<file path="src/rtl/dos_wildcard_entry_filter_assert.svh">
// Assertion macros for the wildcard entry filter.
// Included by the RTL files that carry concurrent checks; no other dependencies.
`ifndef DOS_WILDCARD_ENTRY_FILTER_ASSERT_SVH
`define DOS_WILDCARD_ENTRY_FILTER_ASSERT_SVH
`ifndef ASSERT_OFF
// Same-cycle implication, disabled while reset is held.
`define DWEF_ASSERT_IMP(lbl, clk, rst_n, ante, cons) \
    lbl: assert property (@(posedge clk) disable iff (!rst_n) (ante) |-> (cons)) \
        else $error("wildcard filter assertion failed");
// Next-cycle implication, disabled while reset is held.
`define DWEF_ASSERT_NXT(lbl, clk, rst_n, ante, cons) \
    lbl: assert property (@(posedge clk) disable iff (!rst_n) (ante) |=> (cons)) \
        else $error("wildcard filter assertion failed");
`else
`define DWEF_ASSERT_IMP(lbl, clk, rst_n, ante, cons)
`define DWEF_ASSERT_NXT(lbl, clk, rst_n, ante, cons)
`endif
`endif

</file>
<file path="src/rtl/dwef_pkg.sv">
// Shared constants, types and functions of the wildcard entry filter.
// Used by dwef_cell and dos_wildcard_entry_filter; depends on nothing.
package dwef_pkg;

    localparam int MAX_PATTERN_DEF = 12;
    localparam int PAT_STORED      = 12;
    localparam int PAT_HALF        = 6;
    localparam int CHAR_W          = 8;
    localparam int CFG_DATA_W      = 48;
    localparam int CFG_IDX_W       = 2;
    localparam int PAT_LEN_W       = 4;
    localparam int ATTR_W          = 8;

    localparam logic [CHAR_W-1:0] STAR_CHAR = 8'h2A;
    localparam logic [CHAR_W-1:0] ANY_CHAR  = 8'h3F;
    localparam logic [ATTR_W-1:0] SPECIAL_ATTR_MASK = 8'h16;

    localparam logic [CFG_IDX_W-1:0] CFG_PAT_FIRST = 2'd0;
    localparam logic [CFG_IDX_W-1:0] CFG_PAT_LAST  = 2'd1;
    localparam logic [CFG_IDX_W-1:0] CFG_PAT_LEN   = 2'd2;
    localparam logic [CFG_IDX_W-1:0] CFG_SHOWN     = 2'd3;

    // Per-word controls broadcast to every cell.
    typedef struct packed {
        logic present;
        logic reload;
        logic update;
    } t_step_ctl;

    // Signals handed from one cell to the next.
    typedef struct packed {
        logic adv;
        logic carry;
        logic scarry;
    } t_link;

    // Upper-case folding of a to z only.
    function automatic logic [CHAR_W-1:0] fold_case(input logic [CHAR_W-1:0] c);
        logic [CHAR_W-1:0] r;
        r = c;
        if (c >= 8'h61 && c <= 8'h7A) begin
            r = c - 8'h20;
        end
        return r;
    endfunction

endpackage

</file>
<file path="src/rtl/dwef_cell.sv">
// One pattern position of the wildcard filter: holds its live bit and start bit.
// Depends on dwef_pkg for the link types and case folding.
module dwef_cell (
    input  logic                         i_clk,
    input  logic [dwef_pkg::CHAR_W-1:0]  i_pat_char,
    input  logic                         i_active,
    input  logic [dwef_pkg::CHAR_W-1:0]  i_name_fc,
    input  dwef_pkg::t_step_ctl          i_ctl,
    input  dwef_pkg::t_link              i_link,
    output dwef_pkg::t_link              o_link,
    output logic                         o_next
);
    import dwef_pkg::*;

    logic [CHAR_W-1:0] w_pc;
    logic w_star, w_hit, w_eff, w_raw, n_live, n_start;
    logic r_live, r_start;

    assign w_pc   = fold_case(i_pat_char);
    assign w_star = (w_pc == STAR_CHAR);
    assign w_hit  = (w_pc == ANY_CHAR) || (w_pc == i_name_fc);

    // After a last word or a register write the live set restarts from the start set.
    assign w_eff  = i_ctl.reload ? r_start : r_live;

    // A star keeps its own position alive; the previous cell may advance into this one.
    assign w_raw  = i_ctl.present ? ((w_eff & i_active & w_star) | i_link.adv) : w_eff;
    assign n_live = w_raw | i_link.carry;
    assign n_start = i_link.scarry;

    assign o_link.adv    = i_ctl.present & w_eff & i_active & ~w_star & w_hit;
    assign o_link.carry  = n_live & i_active & w_star;
    assign o_link.scarry = n_start & i_active & w_star;
    assign o_next        = n_live;

    always_ff @(posedge i_clk) begin
        r_start <= n_start;
        if (i_ctl.update) begin
            r_live <= n_live;
        end
    end

endmodule

</file>
<file path="src/rtl/dos_wildcard_entry_filter.sv">
// Top level of the wildcard entry filter: configuration, cell chain, output register.
// Depends on dwef_pkg, dwef_cell and dos_wildcard_entry_filter_assert.svh.
//
//  Channel  | Direction | Handshake                 | Contents
//  s_axis   | in        | tvalid / tready           | one name character per word
//  m_axis   | out       | tvalid / tready           | match result, one word per name
//  cfg      | in        | wr_en, no back-pressure   | pattern, length, attribute mask
//
// Input words may follow back to back while the input is not stalled.
// The result of a name appears in the output register in the cycle after its last word.
// The critical path is the combinational star-closure ripple through the chain of position cells.
// Reset is synchronous and active low; the input is stalled in the cycle after reset
// and after every register write while the cells rebuild their start set.
// A stalled output word holds; the input keeps flowing if the result is being taken.
`include "dos_wildcard_entry_filter_assert.svh"
module dos_wildcard_entry_filter #(
    parameter int MAX_PATTERN = dwef_pkg::MAX_PATTERN_DEF
) (
    input  logic                           i_clk,
    input  logic                           i_rst_n,
    // tdata: name_char [7:0], entry_attributes [15:8]
    input  logic [15:0]                    i_s_axis_tdata,
    // tuser: char_present [0]
    input  logic                           i_s_axis_tuser,
    input  logic                           i_s_axis_tlast,
    input  logic                           i_s_axis_tvalid,
    output logic                           o_s_axis_tready,
    // tdata: name_matched [0], visible [1], zero fill [7:2]
    output logic [7:0]                     o_m_axis_tdata,
    output logic                           o_m_axis_tvalid,
    input  logic                           i_m_axis_tready,
    input  logic                           i_cfg_wr_en,
    input  logic [dwef_pkg::CFG_IDX_W-1:0] i_cfg_index,
    input  logic [dwef_pkg::CFG_DATA_W-1:0] i_cfg_data
);
    import dwef_pkg::*;

    localparam int LW = $clog2(MAX_PATTERN + 1);
    localparam int CW = (LW > PAT_LEN_W) ? LW : PAT_LEN_W;
    localparam int NCELL = MAX_PATTERN + 1;

    // Configuration registers.
    logic [CFG_DATA_W-1:0] r_pat_first, r_pat_last;
    logic [PAT_LEN_W-1:0]  r_pat_len;
    logic [ATTR_W-1:0]     r_shown;

    always_ff @(posedge i_clk) begin
        if (!i_rst_n) begin
            r_pat_first <= '0;
            r_pat_last  <= '0;
            r_pat_len   <= PAT_LEN_W'(1);
            r_shown     <= '0;
        end else if (i_cfg_wr_en) begin
            unique case (i_cfg_index)
                CFG_PAT_FIRST: r_pat_first <= i_cfg_data;
                CFG_PAT_LAST:  r_pat_last  <= i_cfg_data;
                CFG_PAT_LEN:   r_pat_len   <= i_cfg_data[PAT_LEN_W-1:0];
                CFG_SHOWN:     r_shown     <= i_cfg_data[ATTR_W-1:0];
                default:       r_shown     <= r_shown;
            endcase
        end
    end

    // Pattern length saturated to the number of pattern cells.
    logic [CW-1:0] w_len_ext;
    logic [LW-1:0] w_len;
    assign w_len_ext = CW'(r_pat_len);
    assign w_len = (w_len_ext > CW'(MAX_PATTERN)) ? LW'(MAX_PATTERN) : LW'(w_len_ext);

    // Handshake and sequencing control.
    logic r_cfg_wait, r_reload, r_out_valid;
    logic [1:0] r_out_data;
    logic w_in_fire, w_last_fire;
    t_step_ctl w_ctl;

    assign o_s_axis_tready = ~r_cfg_wait & (~r_out_valid | i_m_axis_tready);
    assign w_in_fire   = i_s_axis_tvalid & o_s_axis_tready;
    assign w_last_fire = w_in_fire & i_s_axis_tlast;

    assign w_ctl.present = i_s_axis_tuser;
    assign w_ctl.reload  = r_reload;
    assign w_ctl.update  = w_in_fire;

    // The chain of position cells. The cell at the end position is never active;
    // it only stores whether the whole pattern has been consumed.
    t_link          w_link [NCELL+1];
    logic [NCELL-1:0] w_next;
    logic [CHAR_W-1:0] w_name_fc;

    assign w_name_fc = fold_case(i_s_axis_tdata[CHAR_W-1:0]);
    assign w_link[0] = '{adv: 1'b0, carry: 1'b0, scarry: 1'b1};

    for (genvar gi = 0; gi < NCELL; gi++) begin : g_cell
        logic [CHAR_W-1:0] w_pat_char;
        logic              w_active;

        if (gi < PAT_HALF) begin : g_lo
            assign w_pat_char = r_pat_first[gi*CHAR_W +: CHAR_W];
        end else if (gi < PAT_STORED) begin : g_hi
            assign w_pat_char = r_pat_last[(gi-PAT_HALF)*CHAR_W +: CHAR_W];
        end else begin : g_zero
            assign w_pat_char = '0;
        end

        assign w_active = (LW'(gi) < w_len);

        dwef_cell u_cell (
            .i_clk      (i_clk),
            .i_pat_char (w_pat_char),
            .i_active   (w_active),
            .i_name_fc  (w_name_fc),
            .i_ctl      (w_ctl),
            .i_link     (w_link[gi]),
            .o_link     (w_link[gi+1]),
            .o_next     (w_next[gi])
        );
    end

    // The name matches when the end position of the used pattern is live.
    logic w_matched, w_visible;
    assign w_matched = w_next[w_len];
    assign w_visible = w_matched &
        ((i_s_axis_tdata[15:8] & SPECIAL_ATTR_MASK & ~r_shown) == '0);

    logic n_cfg_wait, n_reload, n_out_valid;
    always_comb begin
        n_cfg_wait = i_cfg_wr_en;
        n_reload   = r_reload;
        if (i_cfg_wr_en || w_last_fire) begin
            n_reload = 1'b1;
        end else if (w_in_fire) begin
            n_reload = 1'b0;
        end
        n_out_valid = r_out_valid;
        if (w_last_fire) begin
            n_out_valid = 1'b1;
        end else if (i_m_axis_tready) begin
            n_out_valid = 1'b0;
        end
    end

    always_ff @(posedge i_clk) begin
        if (!i_rst_n) begin
            r_cfg_wait  <= 1'b1;
            r_reload    <= 1'b1;
            r_out_valid <= 1'b0;
        end else begin
            r_cfg_wait  <= n_cfg_wait;
            r_reload    <= n_reload;
            r_out_valid <= n_out_valid;
        end
    end

    always_ff @(posedge i_clk) begin
        if (w_last_fire) begin
            r_out_data <= {w_visible, w_matched};
        end
    end

    assign o_m_axis_tvalid = r_out_valid;
    assign o_m_axis_tdata  = {6'b0, r_out_data};

    // A register write always stalls the input in the following cycle.
    `DWEF_ASSERT_NXT(a_cfg_stall, i_clk, i_rst_n, i_cfg_wr_en, !o_s_axis_tready)
    // An accepted last word always produces a result in the next cycle.
    `DWEF_ASSERT_NXT(a_last_result, i_clk, i_rst_n, w_last_fire, o_m_axis_tvalid)
    // A word that is not last never creates a result on its own.
    `DWEF_ASSERT_NXT(a_no_spurious, i_clk, i_rst_n,
        w_in_fire && !i_s_axis_tlast && !(o_m_axis_tvalid && !i_m_axis_tready),
        !o_m_axis_tvalid)
    // Visibility is never reported for a name that does not match.
    `DWEF_ASSERT_IMP(a_vis_match, i_clk, i_rst_n, o_m_axis_tvalid,
        !(o_m_axis_tdata[1] && !o_m_axis_tdata[0]))

endmodule
</file>
<file path="config.mk">
export PLATFORM = sky130hd
export DESIGN_NAME = dos_wildcard_entry_filter
export DESIGN_NICKNAME = d
export VERILOG_FILES = /design/src/rtl/dwef_pkg.sv /design/src/rtl/dwef_cell.sv /design/src/rtl/dos_wildcard_entry_filter.sv
export VERILOG_INCLUDE_DIRS = /design/src /design/src/rtl
export SDC_FILE = /design/constraint.sdc
export NUM_CORES = 1
export LEC_CHECK = 0
export BUFFER_PORTS_ARGS = -buffer_cell sky130_fd_sc_hd__buf_2
export CAP_MARGIN = 30
export CORE_MARGIN = 2
export CORE_UTILIZATION = 37
export DETAILED_ROUTE_END_ITERATION = 16
export SLEW_MARGIN = 20
export SYNTH_ARGS = -nofsm -noshare
export SYNTH_HDL_FRONTEND = slang
export SYNTH_SLANG_ARGS = --single-unit
</file>
<file path="constraint.sdc">
create_clock -name i_clk -period 10.8 [get_ports i_clk]
set_input_delay 2.16 -clock i_clk [delete_from_list [all_inputs] [get_ports i_clk]]
set_output_delay 2.16 -clock i_clk [all_outputs]
set_load 0.05 [all_outputs]
</file>
# Word level (Yosys, flattened, before mapping)
# Cells that the tools add are included.
# W data, S select, Z words.
[totals] regBits=138 latch_bits=0 mem_bits_rw=0 rom_bits=0 input_bits=73 out_inout_bits=10 wordCells=367 n_memories=0
[op_classes] add_sub_neg=13 n_mul=0 n_div=0 magnitude_cmp=40 n_eq_ne=39 n_shift=0 n_mux=44 bitwise_logic=164 reduce_logical=34
[ops] op="$eq A8 B6 Y1 const B" n=24
[ops] op="$and A1 B1 Y1" n=123
[ops] op="$ge A8 B7 Y1 const B" n=13
[ops] op="$le A8 B7 Y1 const B" n=13
[ops] op="$mux W8" n=13
[ops] op="$sub A8 B6 Y8 const B" n=13
[ops] op="$eq A8 B8 Y1" n=12
[ops] op="$mux W1" n=29
[ops] op="$or A1 B1 Y1" n=24
[ops] op="$lt A3 B4 Y1 const A" n=4
[ops] op="$lt A4 B4 Y1 const A" n=4
[ops] op="$not A1 Y1" n=15
[ops] op="$logic_and A1 B1 Y1" n=13
[ops] op="$logic_or A1 B1 Y1" n=13
[ops] op="$and A5 B8 Y8" n=1
[ops] op="$logic_not A8 Y1" n=1
[ops] op="$lt A1 B4 Y1 const A" n=2
[ops] op="$lt A2 B4 Y1 const A" n=2
[ops] op="$not A8 Y8" n=1
[ops] op="$reduce_and A2 Y1" n=4
[ops] op="$lt A4 B5 Y1 const B" n=1
[ops] op="$bmux W1 S4" n=1
[ops] op="$eq A2 B2 Y1 const B" n=2
[ops] op="$gt A4 B4 Y1 const B" n=1
[ops] op="other kinds (5)" n=5

# Logic depth before layout (Yosys ltp)
# Gate-level depths: netlist (run 1).
[depth] word_depth=46 mapped_depth=13 ltp_nobuf=13

# By module
# A second synthesis (run 1) with hierarchy kept.
[hier_totals] cells_unflattened=1218 hier_area_um2=9942.0
[modules_own_cells] module="dwef_cell" n_inst=13 cells_each=54 area_each_um2=430.4 seq_area_each_um2=50.0
[modules_own_cells] module="dos_wildcard_entry_filter" n_inst=1 cells_each=516 area_each_um2=4346.7 seq_area_each_um2=2182.1

# Least setup slack after synthesis (run 1)
# No wires, ideal clock.
[synth_path] kind="input-to-output" start="in i_m_axis_tready" end="out o_s_axis_tready" t_arrival_ns=3.007 t_required_ns=8.640 slack_ns=5.633 cell_stages=2 path_buffers=0 cell_sequence="nand2b_1 nor2b_1"
[synth_between] elab_chain_len=2
[synth_rtl] element="from (decl)" line_no="dos_wildcard_entry_filter.sv:31" rtl="input logic i_m_axis_tready,"
[synth_rtl] element="$or A1 B1 Y1" line_no="dos_wildcard_entry_filter.sv:76" rtl="assign o_s_axis_tready = ~r_cfg_wait & (~r_out_valid | i_m_axis_tready);"
[synth_rtl] element="$and A1 B1 Y1" line_no="dos_wildcard_entry_filter.sv:76"
[synth_rtl] element="to (decl)" line_no="dos_wildcard_entry_filter.sv:27" rtl="output logic o_s_axis_tready,"
# Every way passes these cells.

# Final worst setup path (run 1)
[layout_path] start="in i_s_axis_tdata[1]" end="reg r_out_data[0], data pin"
[layout_between] elab_chain_len=44 word_cells_on_any_way=100 cone_classes="1 x add/sub; 2 x order compare; 12 x eq/ne; 15 x mux; 57 x bitwise; 13 x reduce/logical"
[layout_rtl] element="from (decl)" line_no="dos_wildcard_entry_filter.sv:22" rtl="input logic [15:0] i_s_axis_tdata,"
[layout_rtl] element="$ge A8 B7 Y1 / $le A8 B7 Y1 (equally long branches)" line_no="dwef_pkg.sv:41" rtl="if (c >= 8'h61 && c <= 8'h7A) begin"
[layout_rtl] element="$logic_and A1 B1 Y1" line_no="dwef_pkg.sv:41"
[layout_rtl] element="$mux W8 (*)" line_no="dwef_pkg.sv:41"
[layout_rtl] element="$eq A8 B8 Y1" line_no="dwef_cell.sv:21" rtl="assign w_hit = (w_pc == ANY_CHAR) || (w_pc == i_name_fc);"
[layout_rtl] element="$logic_or A1 B1 Y1" line_no="dwef_cell.sv:21"
[layout_rtl] element="$and A1 B1 Y1" line_no="dwef_cell.sv:31" rtl="assign o_link.adv = i_ctl.present & w_eff & i_active & ~w_star & w_hit;"
[layout_rtl] element="$or A1 B1 Y1" line_no="dwef_cell.sv:27" rtl="assign w_raw = i_ctl.present ? ((w_eff & i_active & w_star) | i_link.adv) : w_eff;"
[layout_rtl] element="$mux W1" line_no="dwef_cell.sv:27"
[layout_rtl] element="[27 not listed]"
[layout_rtl] element="$or A1 B1 Y1" line_no="dwef_cell.sv:28" rtl="assign n_live = w_raw | i_link.carry;"
[layout_rtl] element="$and A1 B1 Y1 (2 in a row)" line_no="dwef_cell.sv:32" rtl="assign o_link.carry = n_live & i_active & w_star;"
[layout_rtl] element="$or A1 B1 Y1" line_no="dwef_cell.sv:28"
[layout_rtl] element="$and A1 B1 Y1 (2 in a row)" line_no="dwef_cell.sv:32"
[layout_rtl] element="$or A1 B1 Y1" line_no="dwef_cell.sv:28"
[layout_rtl] element="$bmux W1 S4 (*)" line_no="dos_wildcard_entry_filter.sv:121" rtl="assign w_matched = w_next[w_len];"
[layout_rtl] element="$mux W1 (implied by the code) (*)" line_no="dos_wildcard_entry_filter.sv:121"
[layout_rtl] element="net w_matched" line_no="dos_wildcard_entry_filter.sv:120" rtl="logic w_matched, w_visible;"
[layout_rtl] element="to (signal assigned)" line_no="dos_wildcard_entry_filter.sv:156" rtl="r_out_data <= {w_visible, w_matched};"
[layout_rtl] element="to (decl)" line_no="dos_wildcard_entry_filter.sv:72" rtl="logic [1:0] r_out_data;"
# Mark *: on every way through the listed nets, which the timed path passes. The rest lies on a longest branch. The select of a mux whose other input is x is not followed.
# A chain may end at the register's enable or synchronous reset.

==> metrics.yaml, run 1 <==
status: "finished clean"
row_count: 55
setup_viol: 0
cp-end-kind: "flip-flop"
drtIter0Drc: 489
yosys_warnings: 0
cpPeakStageDelay_ns: 0.63
timing.hold.ws_ns: 0.502
p_clk_share_pct: 44.3
period_share_pct: 53.7
synth_flop_cell: "dfxtp_1"
fmaxAchievable_ghz: 0.172
clkTransAtPathRegs_ns: 0.06
hold_violations: 0
worst_hold_path_type: "flip-flop to flip-flop"
synth_edf_count: 15
cell_internal_pwr_uw: 884
portBuffers: 71
grt-ovfl-total: 0
grt_pass1_vias: 7405
start_util_pct: 37.8
drt_wl_total_mm: 24.2
syn_avg_cell_area_um2: 7.92
dieArea_um2: 24400
numClockSinks: 133
reg2reg_from: "r_reload"
ant_nets: 0
fin_nets: 1208
synthArstFlopShare_pct: 0
seqPwrFrac_pct: 43.5
worst-r2r-cell-count: 10
cts_buffer_depth: 2
drive_above_1_share_pct: 12.6
core_um2: 22600
fin_crit_ns: 5.80
grt_usage_pct: 20.3
pre_cts_slack_ns: 4.66
swShare_pct: 28.1
hold_start: "r_pat_first[14]"
start_kind: "input port"
combPwrFrac_pct: 12.2
antenna_found_initial: 0
syn_to_final_growth_pct: 12.9
worstMarginPinSlew_ns: 0.893
dp.final_hpwl_mm: 17.0
rsz0062_at_grt: "no"
cts_hold_buf: 0
detail_route.vias_per_cell: 5.49
maxSlewViolCount: 0
min_delay_path_depth: 2
power_density_nw_per_um2: 127
post_cts_resized: 0
layout_setup_ws_ns: 5.00
utilization_pct: 42.7
cp.arrival_ns: 5.95
cts_root_buf: "clkbuf_16"
ys_types: 79
net-switching-power_uw: 345
firstDrtPassIters: 8
cts_made_buffers: 17
die_x_um: 156
grt_max_degree: 106
synth_cells: 1080
routedWlPerCell_um: 17.0
max_cap_viol_count: 0
tns_ns: 0
worst-path-max-fanout: 14
cts_tree: "yes"
ys_ff_latch: 133
ios: 83
ir_drop_mv: 0.0948
worst_clock_skew_ns: 0.00637
post_cts_buffers: 0
startpoint: "i_s_axis_tdata[1]"
crit_chain: "buf_2 -> or4_4 -> o221ai_2 -> o21a_2 -> xnor2_1 -> o41ai_4 -> a211oi_1 -> o221ai_2 -> a31oi_2 -> nor3_1 -> nor3_1 -> nand2_1"
max_slew_margin_pct: 40.4
gp_congestion: 0.884
fin_total_pwr_mw: 1.23
ys_seq_area_share_pct: 32.9
p_leak_nw: 3.55
insertion_delay_ns: 0.43
grt_pass1_wl_mm: 39.1
slowest_stage: "or4_4"
h-tree-depth: 4
syn_area_um2: 8560
die_h_um: 156
critPathRequiredTime_ns: 10.95
path_class: "input port to flip-flop"
drc: 0
dr_total_vias: 7808
==> path summary, 6_finish.rpt <==
check,to,slack [ns]
min reg2reg,r_pat_first[14],0.50
min,r_pat_first[14],0.50
max reg2reg,r_out_data[0],6.92
max,r_out_data[0],5.00
==> through the flow <==
stage	instance area (µm²)	instances
after floorplan	8570	1085
after global placement	9060	1385
after detailed placement	9110	1387
after CTS	9650	1419
after global routing	9660	1420
final	9660	1421
==> synthesized netlist by cell type, drive strengths merged, types with 4 or more instances <==
cell type	instances	area share, %
xnor2	47	4.8
mux2i	17	2.0
o22ai	7	0.51
o311ai	4	0.61
dfxtp	118	28
or4	8	0.75
nand3b	13	1.1
nand2	249	11
o221ai	9	1.1
buf	19	1.4
nor2b	16	1.2
nand4	12	0.88
a31oi	7	0.58
a21o	8	0.70
a21oi	25	1.5
nor4	20	1.8
ha	13	1.9
a2111oi	4	0.63
xor2	44	4.5
o211ai	7	0.73
clkbuf	41	1.8
or2	5	0.37
nand2b	9	0.66
nor2	31	1.4
o21bai	8	0.70
inv	46	2.0
nand4b	8	0.82
or3	21	1.6
nor3	30	1.8
edfxtp	15	5.3
o21ai	23	1.5
o31ai	16	1.4
and2	5	0.37
o32ai	6	0.61
nand3	36	2.1
a21boi	99	8.7
==> cell type report <==
cell class | instances | area [µm²]
clock inverter | 13 | 77.6
timing repair buffer | 78 | 448
antenna | 1 | 2.50
tap | 285 | 357
clock buffer | 19 | 464
inverter | 46 | 173
sequential | 133 | 2810
fill | 2307 | 13000
multi-input combinational | 846 | 5330
==> metal layers <==
layer | global-route usage, % | part of all wire (%)
met5 | 0 | 0
met1 | 27.0 | 48
met2 | 33.7 | 46
met4 | 6.51 | 1.7
met3 | 3.39 | 4.5
==> state kept, by name, summed over array words and instances, names as in the netlist <==
signal / flops
r_pat_first: 48
r_pat_last: 48
g_cell.u_cell.r_live: 13
g_cell.u_cell.r_start: 12
r_pat_len: 4
r_shown: 3
r_out_data: 2
o_m_axis_tvalid: 1
r_cfg_wait: 1
r_reload: 1
==> placed cells by master, fill, tap and decap left out, drive strengths merged, types with 17 or more instances in the layout <==
| cell type | netlist | routed |
|---|---|---|
| a21oi | 25 | 25 |
| nor4 | 20 | 20 |
| a21boi | 99 | 99 |
| nand3 | 36 | 36 |
| xor2 | 44 | 44 |
| mux2i | 17 | 17 |
| nand2 | 249 | 249 |
| xnor2 | 47 | 47 |
| o21ai | 23 | 23 |
| inv | 46 | 50 |
| dfxtp | 118 | 118 |
| nor2 | 31 | 31 |
| or3 | 21 | 21 |
| clkbuf | 41 | 19 |
| buf | 19 | 78 |
| nor3 | 30 | 30 |
==> worst max-delay path, delay by kind of cell <==
family,cells,cell delay (ns)
AO/OA/AOI/OAI,6,1.79
XOR/XNOR,1,0.22
buffers and inverters,1,0.29
AND/OR/NAND/NOR,4,1.45
==> cell families after synthesis <==
family	Yosys count	synth area share (%)
AOI/OAI and AO/OA	245	21.7
xor gates and xnor gates	91	9.32
adders and majority gates	13	1.90
buffers and inverters	106	5.21
DFF	133	32.9
muxes	20	2.38
other	1	0.0438
and+or+nand+nor	471	26.5
==> power by group through the flow <==
stage | Sequential [mW] | Combinational (mW) | Clock (mW)
after global routing | 0.537 | 0.167 | 0.575
after CTS | 0.534 | 0.150 | 0.553
final | 0.534 | 0.150 | 0.544
after global placement | 0.544 | 0.145 | 0
after detailed placement | 0.545 | 0.149 | 0
after floorplan | 0.537 | 0.109 | 0
Note: power is estimated with default switching activity, not from simulation.
==> run 2, diff against run 1 <==
Settings changed: ABC_AREA set to 1.
Clock period 10.8 ns to 5.85 ns, I/O delays scaled along.
==> run 2 against run 1 <==
  * First-iteration DRC count is 0.41% higher
  * Design area is 5.7% lower
  * Sequential share of layout area is 1.8 points higher
  * Die area is 6.7% lower
  * Clock skew is 0.00053 ns higher
  * Sequential power is 87% higher
  * Total power is 95% higher
  * Worst setup slack worse by 3.7 ns
  * Wire length is 2.9% lower
  * Hold slack worse by 0.048 ns
  * Critical path depth is 29 higher
  * Critical path type unchanged
  * Largest cell class unchanged
==> metrics.yaml, run 2 <==
worst-path-max-fanout: 14
max_cap_viol_count: 0
slowest_stage: "inv_2"
gp_congestion: 0.894
utilization_pct: 43.2
drive_above_1_share_pct: 14.6
insertion_delay_ns: 0.43
syn_avg_cell_area_um2: 7.05
maxSlewViolCount: 0
synth_flop_cell: "dfxtp_1"
dieArea_um2: 22700
synth_edf_count: 15
grt_usage_pct: 21.2
antenna_found_initial: 0
start_util_pct: 37.8
grt_pass1_vias: 7146
ys_types: 50
reg2reg_from: "r_pat_first[16]"
worstMarginPinSlew_ns: 0.910
portBuffers: 71
layout_setup_ws_ns: 1.35
hold_start: "r_shown[2]"
ys_seq_area_share_pct: 35.3
rsz0062_at_grt: "no"
path_class: "input port to flip-flop"
cts_root_buf: "clkbuf_16"
clkTransAtPathRegs_ns: 0.06
synth_common_cells: "nand2_1 (146), nor2_1 (141), inv_1 (126), o21ai_0 (122), dfxtp_1 (118)"
hold_violations: 0
power_density_nw_per_um2: 263
worst_hold_path_type: "flip-flop to flip-flop"
cts_hold_buf: 0
p_leak_nw: 3.91
dp_cells: 1434
route.met3.wl_mm: 1.20
synth_area_leader_cell: "dfxtp_1"
dr_total_vias: 7739
fin_crit_ns: 4.50
drt-met1-wl_mm: 11.0
ios: 83
drtIter0Drc: 491
setup_viol: 0
cpMostUsedCell: "nand2_4"
cts_buffer_depth: 2
ir_drop_mv: 0.201
rrSetupSlack_ns: 2.36
core_um2: 21100
tns_ns: 0
cts_made_buffers: 17
ys_ff_latch: 133
dr.max_layer_used: "met4"
start_kind: "input port"
status: "finished clean"
cpPeakStageDelay_ns: 0.37
detail_route.vias_per_cell: 5.27
critPathRequiredTime_ns: 6.04
grt_pass1_wl_mm: 37.2
numClockSinks: 133
die_h_um: 151
row_count: 53
synth_cells: 1130
die_x_um: 151
max_slew_margin_pct: 38.6
dp.final_hpwl_mm: 16.8
fmaxAchievable_ghz: 0.222
h-tree-depth: 4
post_cts_resized: 0
routed-wl-met2_mm: 10.8
diodes: 0
drt_wl_total_mm: 23.5
yosysTopAreaCellShare_pct: 29.7
grt_max_degree: 59
period_share_pct: 77.0
drc: 0
yosys_warnings: 0
syn_area_um2: 7960
biggestRegsByFlops: "r_pat_first (48), r_pat_last (48), g_cell.u_cell.r_live (13)"
firstDrtPassIters: 5
synthArstFlopShare_pct: 0
pre_cts_slack_ns: 0.925
layout.cells.non_filler: 1469
cts_tree: "yes"
layout_common_cells: "nand2_1 (146), nor2_1 (141), inv_1 (125), o21ai_0 (122), dfxtp_1 (118)"
synth_most_common_cell: "nand2_1"
timing.hold.ws_ns: 0.454
mostFrequentLayoutCell: "nand2_1"
fin_nets: 1267
syn_to_final_growth_pct: 14.4
startpoint: "i_s_axis_tdata[4]"
synth_area_leaders: "dfxtp_1 (30%), o21ai_0 (7.7%), a21oi_1 (7.0%)"
cp-end-kind: "flip-flop"
post_cts_buffers: 0
worst_clock_skew_ns: 0.00690
cp.arrival_ns: 4.69
ant_nets: 0
grt-ovfl-total: 0
routedWlPerCell_um: 16.0
==> run 2: final timing paths <==
check                  endpoint  cells after the start
hold reg to reg      r_shown[2]                      2
setup / recovery  r_out_data[1]                     41
hold / removal       r_shown[2]                      2
setup reg to reg  r_out_data[1]                     35
==> run 2: critical path: cells and delay by family <==
family | cells | cell delay (ns)
buffers and inverters | 3 | 0.87
and+or+nand+nor | 38 | 2.59
==> run 2: metrics by stage <==
stage                     cell area [µm²]  power (mW)
after global placement               8490        1.32
after floorplan                      7980        1.23
after detailed placement             8490        1.32
final                                9110        2.40
after global routing                 9110        2.49
after CTS                            9070        2.41
==> run 2: cells by family (layout without fill, tap and decap cells) <==
logic type               Yosys count  after routing  share of synthesized area, %
AO/OA/AOI/OAI                    310            310                          22.1
XOR/XNOR                          37             37                          4.07
adder cells (fa/ha/maj)           13             13                          2.04
buffers and inverters            191            250                          9.65
flip-flops                       133            133                          35.3
multiplexers                       9              9                          1.13
other                              1              6                        0.0471
AND/OR/NAND/NOR                  436            436                          25.6
==> run 2: layout make-up <==
type	count	area, µm²
flip-flops and latches	133	2810
multi-input cells	811	4410
clock inverters	14	160
inverters	139	524
fillers	2209	12000
clock buffers	18	429
repair buffers	79	430
well taps	275	344
==> run 2: per-layer routing <==
metal / track usage (%) / vias to the layer above
met2: 34.9 / 190
li1: - / 3935
met3: 4.00 / 42
met5: 0 / -
met1: 28.2 / 3572
met4: 6.59 / 0
==> run 2: report_power, final <==
part | leakage [nW] | switching [mW] | total, mW | internal, mW
combinational | 2.52 | 0.206 | 0.309 | 0.103
sequential | 1.11 | 0.0380 | 1.00 | 0.962
clock | 0.286 | 0.424 | 1.09 | 0.666
total | 3.91 | 0.668 | 2.40 | 1.73
==> run 3, diff against run 2 <==
Clock period 5.85 ns to 4.6 ns, I/O delays scaled along.
==> run 3 against run 2 <==
  * First-iteration DRC count up 21%
  * Design area increased by 1.5%
  * Register-to-register slack worse by 1.3 ns
  * Flip-flop and latch count unchanged
  * Utilization rose by 0.63 points
  * Combinational power up 30%
  * Global-route usage decreased by 0.10 points
  * Sequential power increased by 27%
  * Largest power group unchanged
  * Highest routed layer unchanged
  * Non-clock buffer count rose by 16
  * Worst setup slack got worse by 0.49 ns
==> metrics.yaml, run 3 (synthesized netlist as in run 2, its figures left out) <==
place_area_um2: 8630
p_clk_share_pct: 45.5
multi_input_area_um2: 4410
dr_total_vias: 7753
grt_max_degree: 61
worst-r2r-cell-count: 24
start_kind: "input port"
biggestRegsByFlops: "r_pat_first (48), r_pat_last (48), g_cell.u_cell.r_live (13)"
mostFrequentLayoutCell: "nand2_1"
status: "finished clean"
net-switching-power_uw: 894
regArea_um2: 2810
p_leak_nw: 3.99
max_slew_margin_pct: 37.8
drt_wl_total_mm: 23.2
grt_pass1_wl_mm: 37.3
hold_start: "r_shown[4]"
cp.arrival_ns: 3.93
combPwrFrac_pct: 13.1
start_util_pct: 37.8
die_h_um: 151
post_cts_resized: 0
clkTransAtPathRegs_ns: 0.06
slowest_stage: "buf_4"
rrSetupSlack_ns: 1.10
min_delay_path_depth: 2
fillerInstances: 2229
path_class: "input port to flip-flop"
cpMostUsedCell: "nand2_4"
cts_buffer_depth: 2
grt-ovfl-total: 0
fin_crit_ns: 3.74
ant_nets: 0
dp.final_hpwl_mm: 17.2
insertion_delay_ns: 0.43
cts_hold_buf: 0
drc: 0
cp-end-kind: "flip-flop"
cell_internal_pwr_mw: 2.18
ios: 83
tns_ns: 0
hold_violations: 0
reg2reg_from: "r_pat_last[10]"
h-tree-depth: 4
layout_common_cells: "nand2_1 (146), nor2_1 (141), inv_1 (125), o21ai_0 (122), dfxtp_1 (118)"
ir_drop_mv: 0.261
max_cap_viol_count: 0
cts_made_buffers: 17
worst_clock_skew_ns: 0.00591
power_density_nw_per_um2: 332
grt_pass1_vias: 7126
fin_nets: 1283
worstMarginPinSlew_ns: 0.920
dieArea_um2: 22700
maxSlewViolCount: 0
grt_usage_pct: 21.1
cts_tree: "yes"
swShare_pct: 29.1
core_um2: 21100
critPathRequiredTime_ns: 4.79
firstDrtPassIters: 4
detail_route.vias_per_cell: 5.22
worst-path-max-fanout: 11
routedWlPerCell_um: 15.6
die_x_um: 151
startpoint: "i_s_axis_tdata[5]"
post_cts_buffers: 0
cpPeakStageDelay_ns: 0.20
numClockSinks: 133
cts_root_buf: "clkbuf_16"
setup_viol: 0
drtIter0Drc: 594
syn_to_final_growth_pct: 16.1
antenna_found_initial: 0
drive_above_1_share_pct: 15.8
worst_hold_path_type: "flip-flop to flip-flop"
row_count: 53
seqPwrFrac_pct: 41.4
rsz0062_at_grt: "no"
gp_congestion: 0.899
period_share_pct: 81.3
final_area_um2: 9250
fmaxAchievable_ghz: 0.267
diodes: 0
portBuffers: 71
## run 3: cell count changes in the layout (fill, tap and decap cells not counted), moves of 2 or more
cell / before / now
buf_4: 5 / 21
buf_12: 0 / 2
inv_8: 0 / 2
clkinv_2: 6 / 2
inv_6: 1 / 5
## run 3: area by class of cell
type	instances	area share (%)
clock buffer	17	4.60
multi-input combinational	811	47.7
clock inverter	15	1.83
timing repair buffer	95	6.04
tap	275	3.72
inverter	139	5.67
sequential	133	30.4
## run 3: routing by layer
layer / up-vias / track usage (%) / routed length [µm]
li1: 3970 / - / -
met1: 3580 / 28.3 / 11000
met2: 181 / 34.3 / 10800
met3: 22 / 4.30 / 1070
met4: 0 / 6.17 / 403
met5: - / 0 / 0
## run 3: power by group through the flow
stage	Clock, mW	Sequential [mW]	Combinational (mW)
6_report	1.40	1.27	0.402
5_1_grt	1.46	1.28	0.455
4_1_cts	1.41	1.27	0.400
3_5_place_dp	0	1.30	0.399
3_3_place_gp	0	1.30	0.394
2_1_floorplan	0	1.28	0.279
## run 3: stage by stage
| stage | cells | util (%) | setup slack, ns | hold WS (ns) | total power, mW |
|---|---|---|---|---|---|
| after global routing | 1485 | 43.8 | 0.511 | 0.481 | 3.20 |
| final | 1485 | 43.8 | 0.860 | 0.448 | 3.07 |
| after CTS | 1483 | 43.7 | 0.888 | 0.451 | 3.09 |
| after global placement | 1451 | 40.9 | 0.467 | 0.438 | 1.69 |
| after floorplan | 1135 | - | 0.888 | 0.429 | 1.56 |
| after detailed placement | 1451 | 40.9 | 0.430 | 0.442 | 1.69 |
## run 3: worst paths after layout
kind                                       to
worst max-delay path            r_out_data[1]
worst min-delay path               r_shown[4]
worst min register to register     r_shown[4]
worst max register to register  r_out_data[1]
## run 3: worst max-delay path: cells and delay by family
kind / cells / cell delay, ns
AND/OR/NAND/NOR: 29 / 2.18
AO/OA/AOI/OAI: 3 / 0.42
buffers and inverters: 3 / 0.39
